[src/rrp_pkg.sv]
// Shared types and codes for the request parser.
// Used by every module of the block; depends on nothing.
`timescale 1ns / 1ps
package rrp_pkg;

  localparam int LENGTH_TEXT_MAX = 32;
  localparam int LCHARS_W = $clog2(LENGTH_TEXT_MAX + 1);
  localparam int MAX_RESULTS = 4;

  localparam logic [31:0] CMD_LIMIT_RESET = 32'd1073741824;
  localparam logic [30:0] BULK_LIMIT_RESET = 31'd536870912;

  localparam logic [0:0] REG_CMD_LIMIT = 1'd0;
  localparam logic [0:0] REG_BULK_LIMIT = 1'd1;

  typedef enum logic [3:0] {
    PH_IDLE, PH_INLINE, PH_ALEN, PH_ALEN_CR, PH_ARGSTART, PH_BLEN, PH_BLEN_CR,
    PH_BDATA, PH_BTERM_CR, PH_BTERM_LF, PH_LINE
  } phase_t;

  typedef enum logic [1:0] {
    KIND_BYTE, KIND_ARG_END, KIND_CMD_END, KIND_ERROR
  } kind_t;

  localparam logic [3:0] ERR_NONE = 4'd0;
  localparam logic [3:0] ERR_ARRAY_LEN = 4'd1;
  localparam logic [3:0] ERR_BULK_LEN = 4'd2;
  localparam logic [3:0] ERR_BULK_BIG = 4'd3;
  localparam logic [3:0] ERR_ELEM_TYPE = 4'd4;
  localparam logic [3:0] ERR_LINE_TERM = 4'd5;
  localparam logic [3:0] ERR_BOOL = 4'd6;
  localparam logic [3:0] ERR_BULK_TERM = 4'd7;
  localparam logic [3:0] ERR_VERB_PREFIX = 4'd8;
  localparam logic [3:0] ERR_ESC_OPEN = 4'd9;
  localparam logic [3:0] ERR_HEX_ESC = 4'd10;
  localparam logic [3:0] ERR_QUOTE_OPEN = 4'd11;
  localparam logic [3:0] ERR_AFTER_QUOTE = 4'd12;
  localparam logic [3:0] ERR_CMD_LIMIT = 4'd13;

  localparam logic [2:0] ET_BULK = 3'd0;
  localparam logic [2:0] ET_VERBATIM = 3'd1;
  localparam logic [2:0] ET_SIMPLE = 3'd2;
  localparam logic [2:0] ET_INTEGER = 3'd3;
  localparam logic [2:0] ET_DOUBLE = 3'd4;
  localparam logic [2:0] ET_BIGNUM = 3'd5;
  localparam logic [2:0] ET_BOOL = 3'd6;

  typedef struct packed {
    kind_t       kind;
    logic [7:0]  data;
    logic [3:0]  code;
  } result_t;

  typedef struct packed {
    result_t [MAX_RESULTS-1:0] res;
    logic [2:0]                cnt;
  } group_t;

endpackage

[src/rrp_parser.sv]
// Parser state, configuration registers and per-byte decode.
// Produces the group of results for each accepted byte; uses rrp_pkg.
`timescale 1ns / 1ps
module rrp_parser (
  input  logic                  clk,
  input  logic                  rst,
  input  logic                  accept,
  input  logic [7:0]            rx_byte,
  input  logic                  cfg_we,
  input  logic [0:0]            cfg_index,
  input  logic [31:0]           cfg_data,
  output rrp_pkg::group_t       grp_next
);

  typedef struct packed {
    rrp_pkg::phase_t              phase;
    logic [63:0]                  accum;
    logic                         lf_sign;
    logic                         lf_over;
    logic                         lf_digit;
    logic                         lf_bad;
    logic [rrp_pkg::LCHARS_W-1:0] lchars;
    logic [30:0]                  args_left;
    logic [30:0]                  bulk_left;
    logic [31:0]                  used;
    logic [2:0]                   etype;
    logic [7:0]                   hold;
    logic [2:0]                   hcnt;
    logic                         qu;
    logic                         dq;
    logic                         esc;
    logic                         tok;
    logic                         cr;
    logic                         closed;
    logic                         any;
    logic                         hex;
    logic [3:0]                   fault;
    logic                         err;
  } state_t;

  typedef struct packed {
    state_t          st;
    rrp_pkg::group_t g;
  } work_t;

  localparam logic [7:0] C_CR = 8'h0D;
  localparam logic [7:0] C_LF = 8'h0A;
  localparam logic [67:0] INT64_TOP = 68'h7FFF_FFFF_FFFF_FFFF;

  state_t      st;
  state_t      st_next;
  logic [31:0] cmd_limit;
  logic [30:0] bulk_limit;

  function automatic work_t push(work_t w, rrp_pkg::kind_t k, logic [7:0] d, logic [3:0] e);
    work_t x;
    x = w;
    if (x.g.cnt < 3'(rrp_pkg::MAX_RESULTS)) begin
      x.g.res[x.g.cnt[1:0]].kind = k;
      x.g.res[x.g.cnt[1:0]].data = d;
      x.g.res[x.g.cnt[1:0]].code = e;
      x.g.cnt = x.g.cnt + 3'd1;
    end
    return x;
  endfunction

  // Drop everything emitted so far for this byte and latch the error.
  function automatic work_t raise(work_t w, logic [3:0] e);
    work_t x;
    x = w;
    x.g.cnt = 3'd0;
    x = push(x, rrp_pkg::KIND_ERROR, 8'd0, e);
    x.st.err = 1'b1;
    return x;
  endfunction

  function automatic work_t clear_cmd(work_t w);
    work_t x;
    x = w;
    x.st = '0;
    x.st.err = w.st.err;
    x.st.phase = rrp_pkg::PH_IDLE;
    return x;
  endfunction

  function automatic logic fits(work_t w, logic [1:0] n);
    return ({1'b0, w.st.used} + {31'd0, n}) <= {1'b0, cmd_limit};
  endfunction

  function automatic work_t finish_arg(work_t w);
    work_t x;
    x = push(w, rrp_pkg::KIND_ARG_END, 8'd0, rrp_pkg::ERR_NONE);
    if (x.st.args_left != 31'd0) x.st.args_left = x.st.args_left - 31'd1;
    if (x.st.args_left == 31'd0) begin
      x = push(x, rrp_pkg::KIND_CMD_END, 8'd0, rrp_pkg::ERR_NONE);
      x = clear_cmd(x);
    end else begin
      x.st.phase = rrp_pkg::PH_ARGSTART;
    end
    return x;
  endfunction

  function automatic logic [4:0] hex_val(logic [7:0] c);
    logic [4:0] v;
    v = 5'd0;
    if (c >= "0" && c <= "9") v = {1'b1, 4'(c - "0")};
    else if (c >= "a" && c <= "f") v = {1'b1, 4'(c - "a" + 8'd10)};
    else if (c >= "A" && c <= "F") v = {1'b1, 4'(c - "A" + 8'd10)};
    return v;
  endfunction

  function automatic work_t ichar(work_t w, logic [7:0] c);
    work_t      x;
    logic       blank;
    logic [4:0] hv;
    logic [7:0] m;
    logic [7:0] q;
    x = w;
    blank = (c == " ") || (c == 8'h09);
    hv = hex_val(c);
    m = c;
    q = x.st.dq ? 8'h22 : 8'h27;
    if (x.st.fault != 4'd0) begin
      x = w;
    end else if (x.st.hex) begin
      if (!hv[4]) begin
        x.st.fault = rrp_pkg::ERR_HEX_ESC;
      end else if (x.st.hcnt == 3'd0) begin
        x.st.hold = {4'd0, hv[3:0]};
        x.st.hcnt = 3'd1;
      end else begin
        x = push(x, rrp_pkg::KIND_BYTE, {x.st.hold[3:0], hv[3:0]}, rrp_pkg::ERR_NONE);
        x.st.hex = 1'b0;
        x.st.hcnt = 3'd0;
        x.st.hold = 8'd0;
      end
    end else if (x.st.esc) begin
      x.st.esc = 1'b0;
      if (c == "x") begin
        x.st.hex = 1'b1;
        x.st.hcnt = 3'd0;
        x.st.hold = 8'd0;
      end else begin
        case (c)
          "n":     m = 8'd10;
          "r":     m = 8'd13;
          "t":     m = 8'd9;
          "b":     m = 8'd8;
          "a":     m = 8'd7;
          default: m = c;
        endcase
        x = push(x, rrp_pkg::KIND_BYTE, m, rrp_pkg::ERR_NONE);
      end
    end else if (x.st.closed) begin
      x.st.closed = 1'b0;
      if (!blank) x.st.fault = rrp_pkg::ERR_AFTER_QUOTE;
    end else if (x.st.qu) begin
      if (c == q) begin
        x = push(x, rrp_pkg::KIND_ARG_END, 8'd0, rrp_pkg::ERR_NONE);
        x.st.qu = 1'b0;
        x.st.dq = 1'b0;
        x.st.any = 1'b1;
        x.st.closed = 1'b1;
      end else if (c == 8'h5C) begin
        x.st.esc = 1'b1;
      end else begin
        x = push(x, rrp_pkg::KIND_BYTE, c, rrp_pkg::ERR_NONE);
      end
    end else if (!x.st.tok && blank) begin
      x = w;
    end else if (!x.st.tok && (c == 8'h27 || c == 8'h22)) begin
      x.st.qu = 1'b1;
      x.st.dq = (c == 8'h22);
    end else begin
      x.st.tok = 1'b1;
      if (blank) begin
        x = push(x, rrp_pkg::KIND_ARG_END, 8'd0, rrp_pkg::ERR_NONE);
        x.st.tok = 1'b0;
        x.st.any = 1'b1;
      end else if (c == 8'h5C) begin
        x.st.esc = 1'b1;
      end else begin
        x = push(x, rrp_pkg::KIND_BYTE, c, rrp_pkg::ERR_NONE);
      end
    end
    return x;
  endfunction

  function automatic work_t inline_byte(work_t w, logic [7:0] c);
    work_t x;
    x = w;
    if (!fits(x, 2'd1)) begin
      x = raise(x, rrp_pkg::ERR_CMD_LIMIT);
    end else begin
      x.st.used = x.st.used + 32'd1;
      if (c == C_LF) begin
        if (x.st.fault != 4'd0) x = raise(x, x.st.fault);
        else if (x.st.hex) x = raise(x, rrp_pkg::ERR_HEX_ESC);
        else if (x.st.esc) x = raise(x, rrp_pkg::ERR_ESC_OPEN);
        else if (x.st.qu) x = raise(x, rrp_pkg::ERR_QUOTE_OPEN);
        else begin
          if (x.st.tok) begin
            x = push(x, rrp_pkg::KIND_ARG_END, 8'd0, rrp_pkg::ERR_NONE);
            x.st.any = 1'b1;
          end
          if (x.st.any) x = push(x, rrp_pkg::KIND_CMD_END, 8'd0, rrp_pkg::ERR_NONE);
          x = clear_cmd(x);
        end
      end else begin
        if (x.st.cr) begin
          x.st.cr = 1'b0;
          x = ichar(x, C_CR);
        end
        if (c == C_CR) x.st.cr = 1'b1;
        else x = ichar(x, c);
      end
    end
    return x;
  endfunction

  function automatic work_t line_content(work_t w, logic [7:0] c);
    work_t x;
    x = w;
    if (x.st.etype == rrp_pkg::ET_BOOL) begin
      if (x.st.hcnt == 3'd0) x.st.hold = c;
      if (x.st.hcnt < 3'd2) x.st.hcnt = x.st.hcnt + 3'd1;
    end else begin
      x = push(x, rrp_pkg::KIND_BYTE, c, rrp_pkg::ERR_NONE);
    end
    return x;
  endfunction

  function automatic work_t line_byte(work_t w, logic [7:0] c);
    work_t x;
    x = w;
    if (!fits(x, 2'd1)) begin
      x = raise(x, rrp_pkg::ERR_CMD_LIMIT);
    end else begin
      x.st.used = x.st.used + 32'd1;
      if (c == C_LF) begin
        if (!x.st.cr) begin
          x = raise(x, rrp_pkg::ERR_LINE_TERM);
        end else begin
          x.st.cr = 1'b0;
          if (x.st.etype != rrp_pkg::ET_BOOL) begin
            x = finish_arg(x);
          end else if (x.st.hcnt == 3'd1 && x.st.hold == "t") begin
            x = finish_arg(push(x, rrp_pkg::KIND_BYTE, "1", rrp_pkg::ERR_NONE));
          end else if (x.st.hcnt == 3'd1 && x.st.hold == "f") begin
            x = finish_arg(push(x, rrp_pkg::KIND_BYTE, "0", rrp_pkg::ERR_NONE));
          end else begin
            x = raise(x, rrp_pkg::ERR_BOOL);
          end
        end
      end else begin
        if (x.st.cr) begin
          x.st.cr = 1'b0;
          x = line_content(x, C_CR);
        end
        if (c == C_CR) x.st.cr = 1'b1;
        else x = line_content(x, c);
      end
    end
    return x;
  endfunction

  function automatic work_t length_byte(work_t w, logic [7:0] c, logic arr);
    work_t       x;
    logic [3:0]  e;
    logic [67:0] prod;
    x = w;
    e = arr ? rrp_pkg::ERR_ARRAY_LEN : rrp_pkg::ERR_BULK_LEN;
    prod = ({4'd0, x.st.accum} << 3) + ({4'd0, x.st.accum} << 1) + {60'd0, c - "0"};
    if (c == C_CR) begin
      x.st.phase = arr ? rrp_pkg::PH_ALEN_CR : rrp_pkg::PH_BLEN_CR;
    end else if (c == C_LF || x.st.lchars >= rrp_pkg::LCHARS_W'(rrp_pkg::LENGTH_TEXT_MAX)) begin
      x = raise(x, e);
    end else begin
      if (c >= "0" && c <= "9") begin
        x.st.lf_digit = 1'b1;
        if (!x.st.lf_over) begin
          if (prod > INT64_TOP) x.st.lf_over = 1'b1;
          else x.st.accum = prod[63:0];
        end
      end else if (c == "-" && x.st.lchars == '0) begin
        x.st.lf_sign = 1'b1;
      end else begin
        x.st.lf_bad = 1'b1;
      end
      x.st.lchars = x.st.lchars + 1'b1;
      if (!fits(x, 2'd1)) x = raise(x, rrp_pkg::ERR_CMD_LIMIT);
      else x.st.used = x.st.used + 32'd1;
    end
    return x;
  endfunction

  function automatic work_t length_close(work_t w, logic [7:0] c, logic arr);
    work_t      x;
    logic [3:0] e;
    logic       bad;
    x = w;
    e = arr ? rrp_pkg::ERR_ARRAY_LEN : rrp_pkg::ERR_BULK_LEN;
    bad = x.st.lchars == '0 || x.st.lf_bad || !x.st.lf_digit || x.st.lf_over ||
          (x.st.lf_sign && x.st.accum != 64'd0);
    if (c != C_LF) begin
      x = raise(x, e);
    end else if (!fits(x, 2'd2)) begin
      x = raise(x, rrp_pkg::ERR_CMD_LIMIT);
    end else if (bad) begin
      x = raise(x, e);
    end else if (arr) begin
      x.st.used = x.st.used + 32'd2;
      if (x.st.accum[63:31] != 33'd0) begin
        x = raise(x, rrp_pkg::ERR_ARRAY_LEN);
      end else if (x.st.accum == 64'd0) begin
        x = clear_cmd(x);
      end else begin
        x.st.args_left = x.st.accum[30:0];
        x.st.phase = rrp_pkg::PH_ARGSTART;
      end
    end else begin
      x.st.used = x.st.used + 32'd2;
      if (x.st.accum > {33'd0, bulk_limit}) begin
        x = raise(x, rrp_pkg::ERR_BULK_BIG);
      end else begin
        x.st.bulk_left = x.st.accum[30:0];
        x.st.hcnt = 3'd0;
        x.st.hold = 8'd0;
        x.st.phase = (x.st.accum[30:0] != 31'd0) ? rrp_pkg::PH_BDATA : rrp_pkg::PH_BTERM_CR;
      end
    end
    return x;
  endfunction

  function automatic work_t start_length(work_t w, rrp_pkg::phase_t ph);
    work_t x;
    x = w;
    x.st.accum = 64'd0;
    x.st.lf_sign = 1'b0;
    x.st.lf_over = 1'b0;
    x.st.lf_digit = 1'b0;
    x.st.lf_bad = 1'b0;
    x.st.lchars = '0;
    x.st.phase = ph;
    return x;
  endfunction

  function automatic work_t arg_start(work_t w, logic [7:0] c);
    work_t      x;
    logic [2:0] t;
    logic       ok;
    x = w;
    ok = 1'b1;
    t = rrp_pkg::ET_BULK;
    case (c)
      "$":     t = rrp_pkg::ET_BULK;
      "=":     t = rrp_pkg::ET_VERBATIM;
      "+":     t = rrp_pkg::ET_SIMPLE;
      ":":     t = rrp_pkg::ET_INTEGER;
      ",":     t = rrp_pkg::ET_DOUBLE;
      "(":     t = rrp_pkg::ET_BIGNUM;
      "#":     t = rrp_pkg::ET_BOOL;
      default: ok = 1'b0;
    endcase
    if (!ok) begin
      x = raise(x, rrp_pkg::ERR_ELEM_TYPE);
    end else if (!fits(x, 2'd1)) begin
      x = raise(x, rrp_pkg::ERR_CMD_LIMIT);
    end else begin
      x.st.used = x.st.used + 32'd1;
      x.st.etype = t;
      x.st.hcnt = 3'd0;
      x.st.hold = 8'd0;
      {x.st.qu, x.st.dq, x.st.esc, x.st.tok, x.st.cr, x.st.closed, x.st.any, x.st.hex} = '0;
      if (t == rrp_pkg::ET_BULK || t == rrp_pkg::ET_VERBATIM)
        x = start_length(x, rrp_pkg::PH_BLEN);
      else x.st.phase = rrp_pkg::PH_LINE;
    end
    return x;
  endfunction

  function automatic work_t bulk_byte(work_t w, logic [7:0] c);
    work_t x;
    x = w;
    if (!fits(x, 2'd1)) begin
      x = raise(x, rrp_pkg::ERR_CMD_LIMIT);
    end else begin
      x.st.used = x.st.used + 32'd1;
      // verbatim: drop the four-byte format prefix, remember if its colon is right
      if (x.st.etype == rrp_pkg::ET_VERBATIM && x.st.hcnt < 3'd4) begin
        if (x.st.hcnt == 3'd3) x.st.hold = {7'd0, c == ":"};
        x.st.hcnt = x.st.hcnt + 3'd1;
      end else begin
        x = push(x, rrp_pkg::KIND_BYTE, c, rrp_pkg::ERR_NONE);
      end
      if (x.st.bulk_left != 31'd0) x.st.bulk_left = x.st.bulk_left - 31'd1;
      if (x.st.bulk_left == 31'd0) x.st.phase = rrp_pkg::PH_BTERM_CR;
    end
    return x;
  endfunction

  always_comb begin
    work_t w;
    w.st = st;
    w.g = '0;
    if (!st.err) begin
      case (st.phase)
        rrp_pkg::PH_IDLE: begin
          if (rx_byte == C_CR || rx_byte == C_LF) begin
            w.st = st;
          end else if (rx_byte == "*") begin
            w.st.used = 32'd1;
            w = start_length(w, rrp_pkg::PH_ALEN);
          end else begin
            w = clear_cmd(w);
            w.st.phase = rrp_pkg::PH_INLINE;
            w = inline_byte(w, rx_byte);
          end
        end
        rrp_pkg::PH_INLINE:   w = inline_byte(w, rx_byte);
        rrp_pkg::PH_ALEN:     w = length_byte(w, rx_byte, 1'b1);
        rrp_pkg::PH_ALEN_CR:  w = length_close(w, rx_byte, 1'b1);
        rrp_pkg::PH_ARGSTART: w = arg_start(w, rx_byte);
        rrp_pkg::PH_BLEN:     w = length_byte(w, rx_byte, 1'b0);
        rrp_pkg::PH_BLEN_CR:  w = length_close(w, rx_byte, 1'b0);
        rrp_pkg::PH_BDATA:    w = bulk_byte(w, rx_byte);
        rrp_pkg::PH_BTERM_CR: begin
          if (rx_byte != C_CR) w = raise(w, rrp_pkg::ERR_BULK_TERM);
          else if (!fits(w, 2'd1)) w = raise(w, rrp_pkg::ERR_CMD_LIMIT);
          else begin
            w.st.used = w.st.used + 32'd1;
            w.st.phase = rrp_pkg::PH_BTERM_LF;
          end
        end
        rrp_pkg::PH_BTERM_LF: begin
          if (rx_byte != C_LF) w = raise(w, rrp_pkg::ERR_BULK_TERM);
          else if (!fits(w, 2'd1)) w = raise(w, rrp_pkg::ERR_CMD_LIMIT);
          else if (w.st.etype == rrp_pkg::ET_VERBATIM &&
                   !(w.st.hcnt == 3'd4 && w.st.hold == 8'd1))
            w = raise(w, rrp_pkg::ERR_VERB_PREFIX);
          else begin
            w.st.used = w.st.used + 32'd1;
            w = finish_arg(w);
          end
        end
        rrp_pkg::PH_LINE:     w = line_byte(w, rx_byte);
        default:              w = clear_cmd(w);
      endcase
    end
    st_next = w.st;
    grp_next = w.g;
  end

  always_ff @(posedge clk) begin
    if (rst) begin
      st <= '0;
    end else if (accept) begin
      st <= st_next;
    end
  end

  always_ff @(posedge clk) begin
    if (rst) begin
      cmd_limit <= rrp_pkg::CMD_LIMIT_RESET;
      bulk_limit <= rrp_pkg::BULK_LIMIT_RESET;
    end else if (cfg_we) begin
      case (cfg_index)
        rrp_pkg::REG_CMD_LIMIT:  cmd_limit <= cfg_data;
        rrp_pkg::REG_BULK_LIMIT: bulk_limit <= cfg_data[30:0];
        default: ;
      endcase
    end
  end

endmodule

[src/rrp_out_queue.sv]
// Result register: holds one byte's group of results and hands them out one per item.
// Uses rrp_pkg for the result group type.
`timescale 1ns / 1ps
module rrp_out_queue (
  input  logic            clk,
  input  logic            rst,
  input  logic            load,
  input  rrp_pkg::group_t grp_in,
  input  logic            out_stall,
  output logic            out_valid,
  output logic            in_stall,
  output rrp_pkg::result_t res
);

  rrp_pkg::group_t grp;
  logic [2:0]      idx;
  logic            taken;
  logic            last;

  assign out_valid = idx != grp.cnt;
  assign taken = out_valid && !out_stall;
  assign last = taken && (idx + 3'd1 == grp.cnt);
  // take a new byte once the final result of the current group leaves
  assign in_stall = out_valid && !last;
  assign res = grp.res[idx[1:0]];

  always_ff @(posedge clk) begin
    if (rst) begin
      grp.cnt <= 3'd0;
      idx <= 3'd0;
    end else if (load) begin
      grp <= grp_in;
      idx <= 3'd0;
    end else if (taken) begin
      idx <= idx + 3'd1;
    end
  end

endmodule

[src/resp_request_parser.sv]
// Top level of the streaming request parser: byte channel in, result channel out.
// Instantiates rrp_parser and rrp_out_queue; uses rrp_pkg.
//
//   channel  | handshake              | payload
//   ---------+------------------------+---------------------------------
//   input    | in_valid / in_stall    | rx_byte
//   output   | out_valid / out_stall  | kind, data_byte, error_code
//   config   | cfg_we, cfg_index      | cfg_data
//
// Each byte is decoded in the cycle it is accepted; its results appear from the next cycle.
// A byte with zero or one result lets a new byte in every cycle while out_stall is low; a byte
// with more results holds the input while the result register drains them one per cycle when out_stall is low.
// Input is taken in the same cycle the last pending result leaves.
// Synchronous reset restores both limits and the idle parse state.
`timescale 1ns / 1ps
module resp_request_parser (
  input  logic        clk,
  input  logic        rst,
  input  logic        in_valid,
  output logic        in_stall,
  input  logic [7:0]  rx_byte,
  output logic        out_valid,
  input  logic        out_stall,
  output logic [1:0]  kind,
  output logic [7:0]  data_byte,
  output logic [3:0]  error_code,
  input  logic        cfg_we,
  input  logic [0:0]  cfg_index,
  input  logic [31:0] cfg_data
);

  rrp_pkg::group_t  grp_next;
  rrp_pkg::result_t res;
  logic             accept;

  assign accept = in_valid && !in_stall;

  rrp_parser u_parser (
    .clk       (clk),
    .rst       (rst),
    .accept    (accept),
    .rx_byte   (rx_byte),
    .cfg_we    (cfg_we),
    .cfg_index (cfg_index),
    .cfg_data  (cfg_data),
    .grp_next  (grp_next)
  );

  rrp_out_queue u_queue (
    .clk       (clk),
    .rst       (rst),
    .load      (accept),
    .grp_in    (grp_next),
    .out_stall (out_stall),
    .out_valid (out_valid),
    .in_stall  (in_stall),
    .res       (res)
  );

  assign kind = res.kind;
  assign data_byte = res.data;
  assign error_code = res.code;

endmodule

[config.mk]
export PLATFORM = sky130hd
export DESIGN_NAME = resp_request_parser
export DESIGN_NICKNAME = d
export VERILOG_FILES = /design/src/rrp_pkg.sv /design/src/rrp_parser.sv /design/src/rrp_out_queue.sv /design/src/resp_request_parser.sv
export SDC_FILE = /design/constraint.sdc
export NUM_CORES = 2
export LEC_CHECK = 0
export ABC_CLOCK_PERIOD_IN_PS = 8050
export BUFFER_PORTS_ARGS = -buffer_cell sky130_fd_sc_hd__buf_2
export CORE_MARGIN = 5
export CORE_UTILIZATION = 33
export DETAILED_ROUTE_END_ITERATION = 12
export PLACE_DENSITY = 0.44
export SLEW_MARGIN = 25
export SYNTH_ARGS = -nofsm -noshare
export SYNTH_HDL_FRONTEND = slang
export SYNTH_SLANG_ARGS = --single-unit
[constraint.sdc]
create_clock -name clk -period 8.05 [get_ports clk]
set_input_delay 0 -clock clk [delete_from_list [all_inputs] [get_ports clk]]
set_output_delay 0 -clock clk [all_outputs]
set_load 0.005 [all_outputs]
==> summary.log <==
[run_status] status finished clean
[power_and_ir_drop] IR Drop Worst-Case VDD 140 uV
[floorplan] I/O Pins 62
[placed_design] RD Place Congestion 0.924
[power_and_ir_drop] standby leakage power 12.0 nW
[grt] total track usage 23.7%
[flow_run] count of maximum capacitance violations 0
[timing] number of pins exceeding their max-slew limit in the final report 0
[clocking] CTS H-Tree Depth 2
[clocking] post-CTS setup buffer count 0
[timing] unrepaired setup endpoints after global routing false
[worst_setup_path] Critical Setup Path Class register to register
[clocking] clock slew at reported path FFs 60 ps
[floorplan] floorplan core area 79000 um2
[clocking] Max Root-Sink Buffers 3
[timing] total count of hold-check failures in the final report 0
[yosys] cell taking the most area after synthesis sky130_fd_sc_hd__dfxtp_1
[timing] final setup violating endpoints 0
[yosys] Area contributors post-synth sky130_fd_sc_hd__dfxtp_1 20%, sky130_fd_sc_hd__ha_1 12%, sky130_fd_sc_hd__a21oi_1 6.6%
[worst_setup_path] category of the worst setup path capture point register
[min_path] Hold Path Class input pin to register
[route] detail-routed via count per cell 5.96
[clocking] clock root buffer master sky130_fd_sc_hd__clkbuf_16
[timing] worst max-slew margin expressed relative to the limit 27.4%
[worst_setup_path] cell breakdown of the critical path ha_1 > and3_1 > and3_1 > and3_1 > nand2_1 > nor2_1 > nand2_1 > xnor2_1 > inv_1 > ha_1 > nand4_1 > nor3_1 > and4_1 > a2111oi_4 > a211oi_1 > o21ai_0 > a211o_1 > or3b_1 > or3_2 > or4_4 > a21oi_2
[yosys] synthesized area per cell 7.31 um2
[clocking] CTS tree built
[grt] vias in the first global route 27300
[route] DRC violation count after routing 0
[worst_setup_path] top cell family by delay on the critical path simple AND/OR/NAND/NOR gates
[yosys] fraction of registers with async set/reset 0%
[timing] shortest period the worst path allows 7270 ps
[placed_design] total of buffers placed on input and output ports 61
[grt] Congestion Overflow GR 0
[yosys] Post-Synthesis Cell Area 26300 um2
[route] mean routed wirelength per cell 22.5 um
[grt] wire length of the first global-routing pass 164000 um
[route] drt first pass iters 7
[placed_design] Placed Cells incl. Taps 4516
[floorplan] floorplan die width 292 um
[yosys] Synthesized Nets 3891
[yosys] share of the synthesized area in the top cell type 20.4%
[power_and_ir_drop] power density over the cells 224 nW/um2
[worst_setup_path] Crit Path Max Fanout 34
[yosys] count of synthesis-stage warnings from yosys 0
[final_layout] non-filler cells, final 4667
[timing] slew at the pin with the worst max-slew slack 1080 ps
[worst_setup_path] most frequent cell on the critical path sky130_fd_sc_hd__and3_1
[timing] Worst Hold Margin 52.2 ps
[clocking] clock sink total 292
[timing] Fmax 0.138 GHz
[yosys] Synth Flop Type sky130_fd_sc_hd__dfxtp_1
[grt] initial antenna violation count 1
[worst_setup_path] worst stage delay on the critical path 840 ps
[final_layout] share of the core filled with cells 37.4%
[worst_setup_path] Critical Path Start Type register
[floorplan] Die Height 292 um
[yosys] FF+latch count, synth 292
[yosys] EDFF count, synth 25
[floorplan] placement row count 103
[yosys] count of distinct cell types in the synthesized netlist 94
[timing] Worst Setup Slack, final 778 ps
[placed_design] Post-Place Worst Slack 943 ps
[timing] share of the clock period used by the worst path after layout 90.3%
[floorplan] Die Footprint 85300 um2
[final_layout] fraction of final layout cells sized beyond drive strength 1 7.16%
[clocking] number of buffers inserted during clock tree synthesis 40
[final_layout] nets@finish 3886
[final_layout] total of fill cells in the finished design 8327
[yosys] share of synthesized area occupied by flip-flops and latches 23.2%
[yosys] synthesized netlist cell count 3594
[final_layout] ANT cells 0
[worst_setup_path] cell at the slowest stage of the critical path sky130_fd_sc_hd__or3_2
[timing] setup skew after layout 30.2 ps
[timing] sum of negative setup slack 0 ps
[worst_setup_path] required time of the worst setup path 8550 ps
[final_layout] synthesis-to-layout area growth 12.5%
[grt] pin count of the biggest net entering global routing 83
[route] iteration-0 DRC count of the detailed router 2236
[route] via total after detailed routing 27800
[worst_setup_path] data arrival at the endpoint of the critical path 7770 ps
[clocking] clock latency reported for the late side of the worst-skew pair 590 ps
[placed_design] HPWL after detailed placement 77800 um
[route] drt total wl 105000 um
[floorplan] effective utilization at floorplan 33.2%
[route] antenna-violating nets left 0
[worst_setup_path] Buf+Inv Stages, Crit Path 1
-- metrics by stage --
stage / total power [W] / cell area [um2]
3_5_place_dp: 0.00474 / 27400
3_3_place_gp: 0.00472 / 27400
2_1_floorplan: 0.00385 / 26300
5_1_grt: 0.00703 / 29500
6_report: 0.00662 / 29500
4_1_cts: 0.00663 / 29500
-- final timing paths --
kind / startpoint / endpoint / slack (ps) / cells past startpoint
worst min-delay path: rx_byte[1] / u_queue.grp[8] / 50 / 3
worst max-delay path: u_parser.st[28] / u_parser.st[148] / 780 / 21
worst min register to register: u_parser.bulk_limit[23] / u_parser.bulk_limit[23] / 460 / 2
worst max register to register: u_parser.st[28] / u_parser.st[148] / 780 / 21
-- worst register-to-register path, delay by kind of cell (launching register included) --
kind / cells / cell delay [ps]
adders and majority gates: 2 / 600
DFF: 1 / 420
buffers and inverters: 1 / 70
and+or+nand+nor: 12 / 4540
xor gates and xnor gates: 1 / 190
AOI/OAI and AO/OA: 5 / 1370
-- placed cells by master, fill, tap and decap left out, drive strengths merged, types with 30 or more instances in the layout --
| master | synthesis | layout |
|---|---|---|
| a22oi | 43 | 43 |
| dlygate4sd3 | 0 | 81 |
| nor3 | 103 | 103 |
| inv | 157 | 159 |
| a211oi | 56 | 56 |
| buf | 26 | 118 |
| nor2 | 299 | 299 |
| nor4 | 72 | 72 |
| o211ai | 30 | 30 |
| or3 | 34 | 34 |
| nand2b | 42 | 42 |
| o21ai | 248 | 248 |
| a31oi | 44 | 44 |
| nand2 | 400 | 400 |
| o31ai | 37 | 37 |
| clkbuf | 220 | 51 |
| nand3 | 145 | 145 |
| xor2 | 62 | 62 |
| nand4 | 84 | 84 |
| a21o | 59 | 59 |
| a21oi | 347 | 347 |
| ha | 245 | 245 |
| and3 | 41 | 41 |
| dfxtp | 267 | 267 |
| xnor2 | 87 | 87 |
-- metal layers --
layer | track usage, % | vias up | share of wire, %
li1 | - | 13300 | -
met2 | 40.7 | 841 | 47
met4 | 7.43 | 2 | 3.3
met1 | 30.9 | 13500 | 44
met5 | 0 | - | 0.012
met3 | 2.93 | 199 | 4.8
-- cells in the mapped netlist (all sizes together) (37+ instances only) --
cell type / number
clkbuf: 220
a21o: 59
nand4: 84
and3: 41
a211oi: 56
nand3: 145
nor3: 103
a21oi: 347
xnor2: 87
nand2b: 42
xor2: 62
inv: 157
nor2: 299
dfxtp: 267
o21ai: 248
o31ai: 37
ha: 245
nand2: 400
a22oi: 43
a31oi: 44
nor4: 72
-- logic make-up after synthesis --
kind of cell    after synthesis  share of synthesized area (%)
simple gates               1354                           25.4
compound gates             1121                           27.4
buf+inv                     404                           5.95
flops                       292                           23.2
fa+ha+maj                   252                           12.2
xor+xnor                    149                           4.97
mux                          22                          0.848
-- power by group --
| part | leakage (nW) | switching (W) | internal (W) |
|---|---|---|---|
| Clock | 0.639 | 0.000757 | 0.00107 |
| Sequential | 2.41 | 0.000205 | 0.00162 |
| Combinational | 8.93 | 0.00194 | 0.00102 |
| Total | 12.0 | 0.00290 | 0.00371 |
-- flip-flops by register name (all words and copies together), names as in the netlist --
| signal | count |
|---|---|
| u_queue.grp | 27 |
| u_parser.bulk_limit | 31 |
| u_queue.idx | 3 |
| u_parser.cmd_limit | 32 |
| u_parser.st | 199 |
-- cell type report --
cell class                      count  area, um2  share of cell area [%]
Tap cell                         1050       1310                    4.45
Sequential cell                   292       6100                    20.6
Timing Repair Buffer              199       1560                    5.29
Multi-Input combinational cell   2898      18700                    63.2
Clock inverter                     19        184                   0.623
Clock buffer                       51       1110                    3.77
Inverter                          158        596                    2.02
-- timing repair --
action,in CTS,in global routing
hold buffers,81,0
gates resized for setup,0,0
endpoints found under the hold margin,87,0
Note: power is estimated with default switching activity, not from simulation.
